<file path="config.mk">
export PLATFORM = sky130hd
export DESIGN_NAME = pcb_fifo
export DESIGN_NICKNAME = d
export VERILOG_FILES = /design/src/rtl/core/pcb_fifo.sv
export SDC_FILE = /design/constraint.sdc
export NUM_CORES = 1
export LEC_CHECK = 0
export BUFFER_PORTS_ARGS = -buffer_cell sky130_fd_sc_hd__buf_2
export CAP_MARGIN = 20
export CORE_MARGIN = 10
export CORE_UTILIZATION = 50
export DETAILED_ROUTE_END_ITERATION = 16
export PLACE_DENSITY = 0.74
export SETUP_SLACK_MARGIN = 0.2
export SKIP_LAST_GASP = 1
export SYNTH_ARGS = -nofsm -noshare
export SYNTH_HDL_FRONTEND = slang
export SYNTH_SLANG_ARGS = --single-unit
</file>
<file path="constraint.sdc">
create_clock -name clk -period 1.6 [get_ports clk]
set_input_delay 0.32 -clock clk [delete_from_list [all_inputs] [get_ports clk]]
set_output_delay 0.32 -clock clk [all_outputs]
set_load 0.05 [all_outputs]
</file>
<file path="src/rtl/core/pcb_fifo.sv">
// Small register queue carrying classified work from front to back.
// Uses no package items; width and depth come from the instantiating level.
module pcb_fifo #(
  parameter int WIDTH = 8,
  parameter int DEPTH = 4
) (
  input  logic             clk,
  input  logic             rst_n,
  input  logic             push,
  input  logic [WIDTH-1:0] wdata,
  output logic             full,
  input  logic             pop,
  output logic             valid,
  output logic [WIDTH-1:0] rdata
);

  localparam int AW = (DEPTH > 1) ? $clog2(DEPTH) : 1;

  logic [WIDTH-1:0] mem_r [DEPTH];
  logic [AW-1:0]    wr_ptr_r, rd_ptr_r;
  logic [AW:0]      count_r;

  assign full  = (count_r == (AW+1)'(DEPTH));
  assign valid = (count_r != '0);
  assign rdata = mem_r[rd_ptr_r];

  function automatic logic [AW-1:0] ptr_inc(input logic [AW-1:0] p);
    ptr_inc = (p == AW'(DEPTH - 1)) ? '0 : p + 1'b1;
  endfunction

  always_ff @(posedge clk) begin
    if (!rst_n) begin
      wr_ptr_r <= '0;
      rd_ptr_r <= '0;
      count_r  <= '0;
    end else begin
      if (push) wr_ptr_r <= ptr_inc(wr_ptr_r);
      if (pop)  rd_ptr_r <= ptr_inc(rd_ptr_r);
      if (push && !pop)      count_r <= count_r + 1'b1;
      else if (pop && !push) count_r <= count_r - 1'b1;
    end
  end

  always_ff @(posedge clk) begin
    if (push) mem_r[wr_ptr_r] <= wdata;
  end

endmodule

</file>
**Word-level counts from Yosys, hierarchy flattened**

Memories as Yosys holds them, arrays and structs flattened. A register that Yosys moved wholly into a read port is not among the register bits.
Cells that the tools add are included.

- $add $sub $neg: 4
- Multipliers: 0
- Divide/modulo/power cells: 0
- Magnitude comparators: 0
- Equality and inequality tests: 3
- Shift operators: 0
- Muxes and demuxes: 8
- Bitwise gates (word level): 0
- Reduce and logical (&&, ||, !) cells: 6

Operators with widths:

| kind | count |
|---|---|
| 2-to-1 mux 2 bit | 4 |
| 2-to-1 mux 3 bit | 2 |
| adder 2 x 1 -> 2 bit, second input constant | 2 |
| == test 2 bit, second input constant | 2 |
| adder 3 x 1 -> 3 bit, second input constant | 1 |
| == test 3 bit, second input constant | 1 |
| nonzero test 3 bit | 1 |
| subtractor 3 x 1 -> 3 bit, second input constant | 1 |
| logical AND 1 bit | 2 |
| logical NOT 1 bit | 2 |
| 2-to-1 mux 1 bit | 2 |
| nonzero test 2 bit | 1 |

- Flip-flop bits (word level): 7
- Bits in latches: 0
- RAM bits: 32
- Memory bits (read-only): 0
- Bits of input ports: 12
- Output and inout bits: 10
- Memories kept: 1

Memory list:

| memory | depth | bits a word | read ports | clocked after memory_dff | write ports | line | RTL |
|---|---|---|---|---|---|---|---|
| mem_r | 4 | 8 | 1 | 1 | 1 | 19 | `logic [WIDTH-1:0] mem_r [DEPTH];` |

**Logic depth before layout (Yosys ltp)**

Gate-level depths: netlist (run 1).

- Word-level depth: 4
- Gate-level depth with buffers: 7

**Least setup slack after synthesis (run 1)**

No wires, ideal clock.

- Path kind: register to output
- Start: register count_r[0]
- End: output full
- Arrival time: 1,498 ps
- Path slack: -218 ps
- Cell stages (with the launch flop): 2
- Cell sequence: dfxtp_1 > nor3b_1

- Longest elaborated chain between the ends: 1

Ends and longest elaborated chain:

| item | line | RTL |
|---|---|---|
| from (decl) | 21 | `logic [AW:0] count_r;` |
| from (signal assigned) | 39 | `if (push && !pop) count_r <= count_r + 1'b1;` |
| from (signal assigned) | 40 | `else if (pop && !push) count_r <= count_r - 1'b1;` |
| == test 3 bit | 23 | `assign full = (count_r == (AW+1)'(DEPTH));` |
| to (decl) | 11 | `output logic full,` |

Every way passes these cells.

==> metrics.txt, run 1 <==
Critical Path Source Type=flip-flop; initial antenna violation count=0; count of final hold-check violations=0; diode count=0; clock buffer count from CTS=5; Rows=20; Hold WC Path Type=primary input to flip-flop; Seq cells post-synth=41; non-filler cells, final=167; Initial DRT Pass Iterations=4; utilization after layout=0.660; critical path data required time=1280 ps; Post-Route WL=2.70 mm; Critical Path AT=roughly 1500 ps; pin count of the biggest net entering global routing=13; via/cell ratio=5.04; final net count=between 100 and 150; Yosys warnings=0; Die Width=roughly 77 um; routed len/inst=~16 um; most frequent cells in the layout=edfxtp_1 (32), buf_2 (11), buf_6 (10); clock slew at reported path FFs=~120 ps; FMAX=550 MHz; HPWL after DPL=1.81 mm; Hold Path Cell Cnt=1; final setup violation count=9; Die Footprint=slightly below 6000 um2; outcome=finished with violations; Tcrit/Tclk final=1.14; reg2reg end=count_r[2]; root buffer cell=clkbuf_4; fillers=229; post-synth cell types=20; Top Ports=22; global route overflow=0; final setup TNS=-1730 ps; Post-CTS Hold Buffers=0; routability cong.=0.661; slew margin rel.=0.722; H-tree Lvls=2; worst reg2reg path depth=5; setup slack, reg-to-reg=-20 ps; overall global routing resource usage=0.0939; TritonCTS clock tree=done; RSZ-0062 raised after global routing=true; leak pwr=0.000747 uW; clk sinks=41; Area Overhead vs Synth=25.6%; Initial Util=0.525; Max clock buf depth=2; worst clock skew=roughly 12 ps; Net Count, Synth=105; post-synthesis sequential area ratio=0.706; global-route wire length before repair=4.38 mm; Avg Cell Area, Syn=between 15 and 20 um2; Slew Limit Fails=0; Iter 0 DRT Violations=49; port bufs=21; Cell Area, Synth=roughly 1600 um2; Final Total Pwr=2250 uW; cell count after synthesis=86; critical path class=flip-flop to output pin; most common cell after layout, fill and taps aside=edfxtp_1; PnR worst setup slack=-219 ps; worst vdd ir=818 uV; dpl cells=155; die height=76.9 um; worst-margin pin slew=between 400 and 500 ps; vias=approximately 840; DR DRC count=0; Pwr Density=1110 nW/um2; Core Region=3080 um2; Hold Slack=195 ps; CP endpoint kind=output pin; crit path to=rdata[5]; vias in the first global route=between 900 and 1k; worst r2r src=count_r[1]; failing checks=setup timing; post-layout minimum cycle time=approximately 1800 ps; clock latency on the worst-skew pair=330 ps; maxcap violations=0; layout cells sized above 1=0.472; crit-path max FO=8; Post-DRT Antenna Nets=0
## cell usage after synthesis (all sizes together)
| cell type | instances | area share |
|---|---|---|
| o21a | 1 | 0.0046 |
| xor2 | 1 | 0.0054 |
| or3 | 2 | 0.0077 |
| edfxtp | 32 | 0.59 |
| o21ai | 1 | 0.0031 |
| ha | 6 | 0.046 |
| mux4 | 8 | 0.11 |
| dfxtp | 9 | 0.11 |
| fa | 1 | 0.012 |
| a21boi | 1 | 0.0046 |
| nor2b | 5 | 0.019 |
| mux2i | 4 | 0.025 |
| clkbuf | 1 | 0.0031 |
| inv | 4 | 0.0093 |
| nor3 | 1 | 0.0031 |
| xnor2 | 1 | 0.0054 |
| and2 | 5 | 0.019 |
| nor3b | 1 | 0.0046 |
| nor2 | 1 | 0.0023 |
| buf | 1 | 0.0070 |
## cell type report
cell class                      count  area (um2)  area share
Multi-Input combinational cell     39         482       0.237
Tap cell                           44        55.1      0.0271
Timing Repair Buffer               31         275       0.136
Clock buffer                        7        45.0      0.0222
Inverter                            4        17.5     0.00863
Sequential cell                    41        1150       0.567
Clock inverter                      1        5.00     0.00246
## worst min path at each step
stage | end | start
finish | mem_r[0][0] | wdata[0]
global route | mem_r[0][6] | wdata[6]
CTS | mem_r[0][0] | wdata[0]
detailed placement | count_r[2] | count_r[2]
global placement | count_r[2] | count_r[2]
floorplan | mem_r[0][0] | wdata[0]
## where the power goes
part           leakage, uW  switching [uW]  internal, uW  total, uW
logic             0.000348             290           245        534
registers         0.000370            33.3          1220       1250
clock network    0.0000293             298           172        469
## per-layer routing
layer | up-vias | wire, um | global-route usage
met2 | 18 | 1430 | 0.155
met1 | 417 | 1080 | 0.105
li1 | 401 | - | -
met4 | 0 | 30 | 0.0335
met5 | - | 0 | 0
met3 | 5 | 158 | 0.0408
## cell families (layout without fill, tap and decap cells)
| kind of cell | after synthesis | in the layout | share of synthesized area |
|---|---|---|---|
| buffers and inverters | 6 | 43 | 0.0193 |
| DFF | 41 | 41 | 0.706 |
| muxes | 12 | 12 | 0.136 |
| AOI/OAI and AO/OA | 3 | 3 | 0.0124 |
| adders and majority gates | 7 | 7 | 0.0588 |
| xor gates and xnor gates | 2 | 2 | 0.0108 |
| and+or+nand+nor | 15 | 15 | 0.0565 |
## repair_timing
action,4_1_cts,5_1_grt
setup buffers,1,3
pin swaps,0,3
endpoints found under the setup margin,11,22
gates resized for setup,24,8
## per-stage QoR
step	setup WS, ps	instance area (um2)
global route	-293	2030
floorplan	104	1640
CTS	-255	1980
detailed placement	-120	1850
finish	-219	2030
global placement	-35.9	1850
## registers in the layout, indices dropped and copies added, names as in the netlist, named ones only
name	flops
wr_ptr_r	2
rd_ptr_r	2
mem_r	32
count_r	3
## worst max-delay path: stages (launching register included)
cell and delay [ps]:
dfxtp_2 360, buf_12 140, mux4_2 510, buf_6 170
Power figures use the tool's default switching activity.
==> run 2: changes to the inputs <==
Settings changed: CORE_MARGIN 10 to default, CORE_UTILIZATION 50 to 45, PLACE_DENSITY 0.74 to 0.67, RECOVER_POWER from default to 100.
==> metrics.txt, run 2 (synthesized netlist as in run 1, its figures left out) <==
Die Footprint=3840 um2 (was 5910 um2); vias=807 (was 841); Post-DP Area=1860 um2 (was 1850 um2); Iter 0 DRT Violations=21 (was 49); met2 WL=1.20 mm (was 1.43 mm); hold_sp=wdata[7] (was wdata[0]); vias in the first global route=828 (was 925); clk sinks=41 (unchanged); critical path class=flip-flop to output pin (unchanged); PnR worst setup slack=-250 ps (was -219 ps); crit-path max FO=6 (was 8); met3 routed wirelength=84 um (was 158 um); TritonCTS clock tree=done (unchanged); critical path data required time=1280 ps (about the same); FMAX=541 MHz (was 550 MHz); Core Region=3390 um2 (was 3080 um2); Top Ports=22 (unchanged); worst clock skew=7.76 ps (was 11.7 ps); global route overflow=0 (unchanged); routed len/inst=14.6 um (was 16.2 um); reg2reg end=count_r[2] (unchanged); met1 WL=1.08 mm (about the same); most common cell after layout, fill and taps aside=edfxtp_1 (unchanged); final setup violation count=8 (was 9); layout cells sized above 1=0.375 (was 0.472); Hold Path Cell Cnt=1 (unchanged); count of final hold-check violations=0 (unchanged); Setup Buffers After CTS=0 (was 1); port bufs=21 (unchanged); H-tree Lvls=2 (unchanged); post-layout instance area=2030 um2 (about the same); Critical Path, Cell by Cell=buf_12, mux4_2, buf_6 (unchanged); via/cell ratio=4.86 (was 5.04); setup slack, reg-to-reg=90 ps (was -20 ps); clock buffer count from CTS=5 (unchanged); routability cong.=0.652 (was 0.661); final setup TNS=-1910 ps (was -1730 ps); post-layout minimum cycle time=1850 ps (was 1820 ps); Initial DRT Pass Iterations=4 (unchanged); DR DRC count=0 (unchanged); diode count=0 (unchanged); Biggest register=mem_r (unchanged); utilization after layout=0.599 (was 0.660); Post-DRT Antenna Nets=0 (unchanged); Pwr Density=1240 nW/um2 (was 1110 nW/um2); Critical Path AT=1530 ps (was 1500 ps); worst path bufs/invs=2 (unchanged); clock slew at reported path FFs=120 ps (about the same); Die Width=61.9 um (was 76.9 um); Slowest-stage cell, CP=mux4_2 (unchanged); Rows=21 (was 20); final net count=138 (was 141); Hold WC Path Type=primary input to flip-flop (unchanged); CP endpoint kind=output pin (unchanged); worst hold path endpoint=mem_r[3][7] (was mem_r[0][0]); die height=61.9 um (was 76.9 um); most frequent cells in the layout=edfxtp_1 (32), buf_6 (9), mux4_2 (8), clkbuf_1 (8) (was edfxtp_1 (32), buf_2 (11), buf_6 (10)); root buffer cell=clkbuf_4 (unchanged); Final Total Pwr=2530 uW (was 2250 uW); top sig layer=met4 (unchanged); worst reg2reg path depth=4 (was 5); Initial Util=0.477 (was 0.525); global-route wire length before repair=3.71 mm (was 4.38 mm); RSZ-0062 raised after global routing=true (unchanged); slew margin rel.=0.600 (was 0.722); maxcap violations=0 (unchanged); outcome=finished with violations (unchanged); Critical Path Source Type=flip-flop (unchanged); clock latency on the worst-skew pair=350 ps (was 330 ps); overall global routing resource usage=0.151 (was 0.0939); leak pwr=0.000730 uW (was 0.000747 uW); Slew Limit Fails=0 (unchanged); HPWL after DPL=1.73 mm (was 1.81 mm); Tcrit/Tclk final=1.16 (was 1.14); slowest cell delay on critical path=510 ps (about the same); crit-path leading delay family=multiplexers (unchanged); Area Overhead vs Synth=25.7% (was 25.6%); initial antenna violation count=0 (unchanged); Post-Route WL=2.42 mm (was 2.70 mm); worst r2r src=count_r[0] (was count_r[1]); worst vdd ir=525 uV (was 818 uV); Post-Place Worst Slack=-144 ps (was -120 ps); Max clock buf depth=2 (unchanged); biggest regs=mem_r (32), count_r (3) (unchanged); flip-flop count of the largest register after layout=32 (unchanged); worst-margin pin slew=600 ps (was 416 ps); failing checks=setup timing (unchanged); pin count of the biggest net entering global routing=14 (was 13)
run 2: changes by cell type in the layout (fill, tap and decap cells not counted), moves of 2 or more:
cell	delta
clkbuf_1	+6
and2_0	+3
and2_2	-2
buf_4	-4
buf_2	-8
bufinv_16	+2
run 2: worst register-to-register path, delay by kind of cell, from the launching register on:
family	cells	cell delay (ps)
xor+xnor	1	180
fa+ha+maj	1	420
flops	1	380
simple gates	1	330
compound gates	1	130
run 2: power breakdown:
group / internal (uW) / leakage (uW) / switching [uW]
logic: 209 / 0.000306 / 267
clock network: 484 / 0.0000552 / 322
registers: 1210 / 0.000370 / 35.0
total: 1900 / 0.000730 / 624
run 2: layout make-up:
class	instances	area, um2
tap	46	57.6
inverter	4	17.5
clock buffer	5	37.5
clock inverter	3	65.1
sequential	41	1150
timing repair buffer	28	236
fill	255	1360
multi-input combinational	39	470
run 2: worst max-delay path by stage:
stage	endpoint	depth (start not counted)	slack, ps	from
floorplan	count_r[2]	7	100	pop
global placement	count_r[2]	8	-30	pop
detailed placement	count_r[2]	8	-140	pop
CTS	rdata[7]	3	-290	flip-flop
global route	rdata[1]	3	-320	flip-flop
finish	rdata[7]	3	-250	flip-flop
run 2: layer usage:
metal,vias to the layer above,GRT usage
li1,391,-
met1,394,0.181
met2,15,0.237
met3,7,0.0559
met4,0,0.0857
met5,-,0
run 2: stage by stage:
step	instances	hold slack, ps
after floorplan	86	419
after global placement	158	474
after detailed placement	158	513
after CTS	166	164
after global routing	166	221
final	166	234
run 2: repair_timing:
item                                    in CTS  in global routing
pin swaps                                    3                  1
endpoints found under the setup margin      11                 19
hold buffers                                 0                  0
resized for setup                           24                  6
==> run 3: changes to the inputs <==
Settings changed: CORE_UTILIZATION 45 to 50, PLACE_DENSITY 0.67 to 0.74.
==> metrics.txt, run 3 (synthesized netlist as in run 1, its figures left out) <==
outcome=finished with violations (unchanged); failing checks=setup timing (unchanged); Slowest-stage cell, CP=mux4_2 (unchanged); worst path bufs/invs=2 (unchanged); critical path data required time=1280 ps (about the same); Comb pwr share=0.226 (was 0.188); setup slack, reg-to-reg=60 ps (was 90 ps); Top Ports=22 (unchanged); crit-path leading delay family=multiplexers (unchanged); slowest cell delay on critical path=520 ps (was 510 ps); hold_sp=wdata[2] (was wdata[7]); crit-path max FO=8 (was 6); biggest regs=mem_r (32), count_r (3) (unchanged); post-layout minimum cycle time=1850 ps (about the same); PnR worst setup slack=-252 ps (was -250 ps); clock latency on the worst-skew pair=350 ps (about the same); Hold Slack=228 ps (was 234 ps); most frequent cells in the layout=edfxtp_1 (32), buf_6 (11), mux4_2 (8), clkbuf_1 (8) (was edfxtp_1 (32), buf_6 (9), mux4_2 (8), clkbuf_1 (8)); initial antenna violation count=0 (unchanged); die height=58.9 um (was 61.9 um); fraction of power spent switching nets=0.285 (was 0.247); Post-CTS Hold Buffers=0 (unchanged); H-tree Lvls=2 (unchanged); port bufs=21 (unchanged); Biggest register=mem_r (unchanged); Core Region=3050 um2 (was 3390 um2); fillers=235 (was 255); Hold WC Path Type=primary input to flip-flop (unchanged); Post-Route WL=2.45 mm (was 2.42 mm); leak pwr=0.000723 uW (was 0.000730 uW); CP endpoint kind=output pin (unchanged); Post-DP Area=1850 um2 (was 1860 um2); clk sinks=41 (unchanged); clock buffer count from CTS=5 (unchanged); Post-DRT Antenna Nets=0 (unchanged); HPWL after DPL=1.57 mm (was 1.73 mm); Rows=20 (was 21); via/cell ratio=5.13 (was 4.86); flip-flop count of the largest register after layout=32 (unchanged); Iter 0 DRT Violations=20 (was 21); count of final hold-check violations=0 (unchanged); diode count=0 (unchanged); overall global routing resource usage=0.167 (was 0.151); Slew Limit Fails=0 (unchanged); Post-Place Worst Slack=-79.0 ps (was -144 ps); global-route wire length before repair=3.94 mm (was 3.71 mm); routed len/inst=14.7 um (was 14.6 um); Clk pwr share=0.222 (was 0.319); routability cong.=0.657 (was 0.652); worst r2r src=count_r[1] (was count_r[0]); worst-margin pin slew=590 ps (was 600 ps); Critical Path Source Type=flip-flop (unchanged); Die Width=58.9 um (was 61.9 um); final net count=141 (was 138); Psw=641 uW (was 624 uW); critical path class=flip-flop to output pin (unchanged); slew margin rel.=0.607 (was 0.600); P_int=1610 uW (was 1900 uW); Initial DRT Pass Iterations=4 (unchanged); TritonCTS clock tree=done (unchanged); vias=857 (was 807); worst clock skew=11.6 ps (was 7.76 ps); Tcrit/Tclk final=1.16 (about the same); Pwr Density=1120 nW/um2 (was 1240 nW/um2); Initial Util=0.530 (was 0.477); RSZ-0062 raised after global routing=true (unchanged); final setup violation count=8 (unchanged); Die Footprint=3460 um2 (was 3840 um2); most common cell after layout, fill and taps aside=edfxtp_1 (unchanged); clock slew at reported path FFs=120 ps (about the same); Critical Path AT=1530 ps (about the same); worst vdd ir=499 uV (was 525 uV); Max clock buf depth=2 (unchanged); Critical Path, Cell by Cell=buf_12, mux4_2, buf_6 (unchanged); root buffer cell=clkbuf_4 (unchanged); Reg power frac=0.552 (was 0.493); DR DRC count=0 (unchanged); maxcap violations=0 (unchanged); Area Overhead vs Synth=23.8% (was 25.7%); global route overflow=0 (unchanged); pin count of the biggest net entering global routing=14 (unchanged); layout cells sized above 1=0.374 (was 0.375); vias in the first global route=859 (was 828); post-layout instance area=2000 um2 (was 2030 um2); FMAX=540 MHz (was 541 MHz)
run 3: area by class of cell:
type / instances / area, um2 / share of cell area
flip-flops and latches: 41 / 1140 / 0.571
multi-input cells: 39 / 469 / 0.234
repair buffers: 31 / 262 / 0.131
well taps: 44 / 55.1 / 0.0275
clock buffers: 5 / 37.5 / 0.0188
clock inverters: 3 / 17.5 / 0.00875
inverters: 4 / 17.5 / 0.00875
run 3: per-stage QoR:
stage                     setup TNS, ps  total power [uW]  instances   util
after global routing              -2400              2340        167  0.656
after CTS                         -2140              2260        167  0.658
final                             -1940              2250        167  0.656
after detailed placement          -79.0              1680        154  0.605
after global placement            -36.0              1660        154  0.605
after floorplan                       0              1560         86      -
run 3: power by group through the flow:
stage / clock [uW] / sequential (uW) / combinational [uW]
after floorplan: 0 / 1260 / 302
after global placement: 0 / 1270 / 397
after detailed placement: 0 / 1270 / 408
after CTS: 517 / 1240 / 504
after global routing: 554 / 1250 / 538
final: 501 / 1240 / 508
run 3: final timing paths:
kind,endpoint,cells after the start
worst max-delay path,rdata[3],3
worst max register to register,count_r[2],5
worst min-delay path,mem_r[3][2],1
worst min register to register,count_r[2],2
run 3: what timing repair did:
item | CTS | global route
buffers inserted | 5 | 0
gates cloned | 0 | 0
gates resized for setup | 24 | 5
pin swaps | 3 | 2
setup endpoints to repair | 11 | 25
run 3: worst register-to-register path, delay by kind of cell (launching register included):
family / cells / cell delay (ps)
fa+ha+maj: 1 / 380
flops: 1 / 350
simple gates: 1 / 300
xor+xnor: 1 / 160
buf+inv: 1 / 150
compound gates: 1 / 140
run 3: layer usage:
layer	global-route usage	part of all wire	up-vias
li1	-	-	398
met5	0	0	-
met1	0.196	0.42	428
met3	0.0484	0.048	7
met2	0.271	0.51	24
met4	0.102	0.026	0
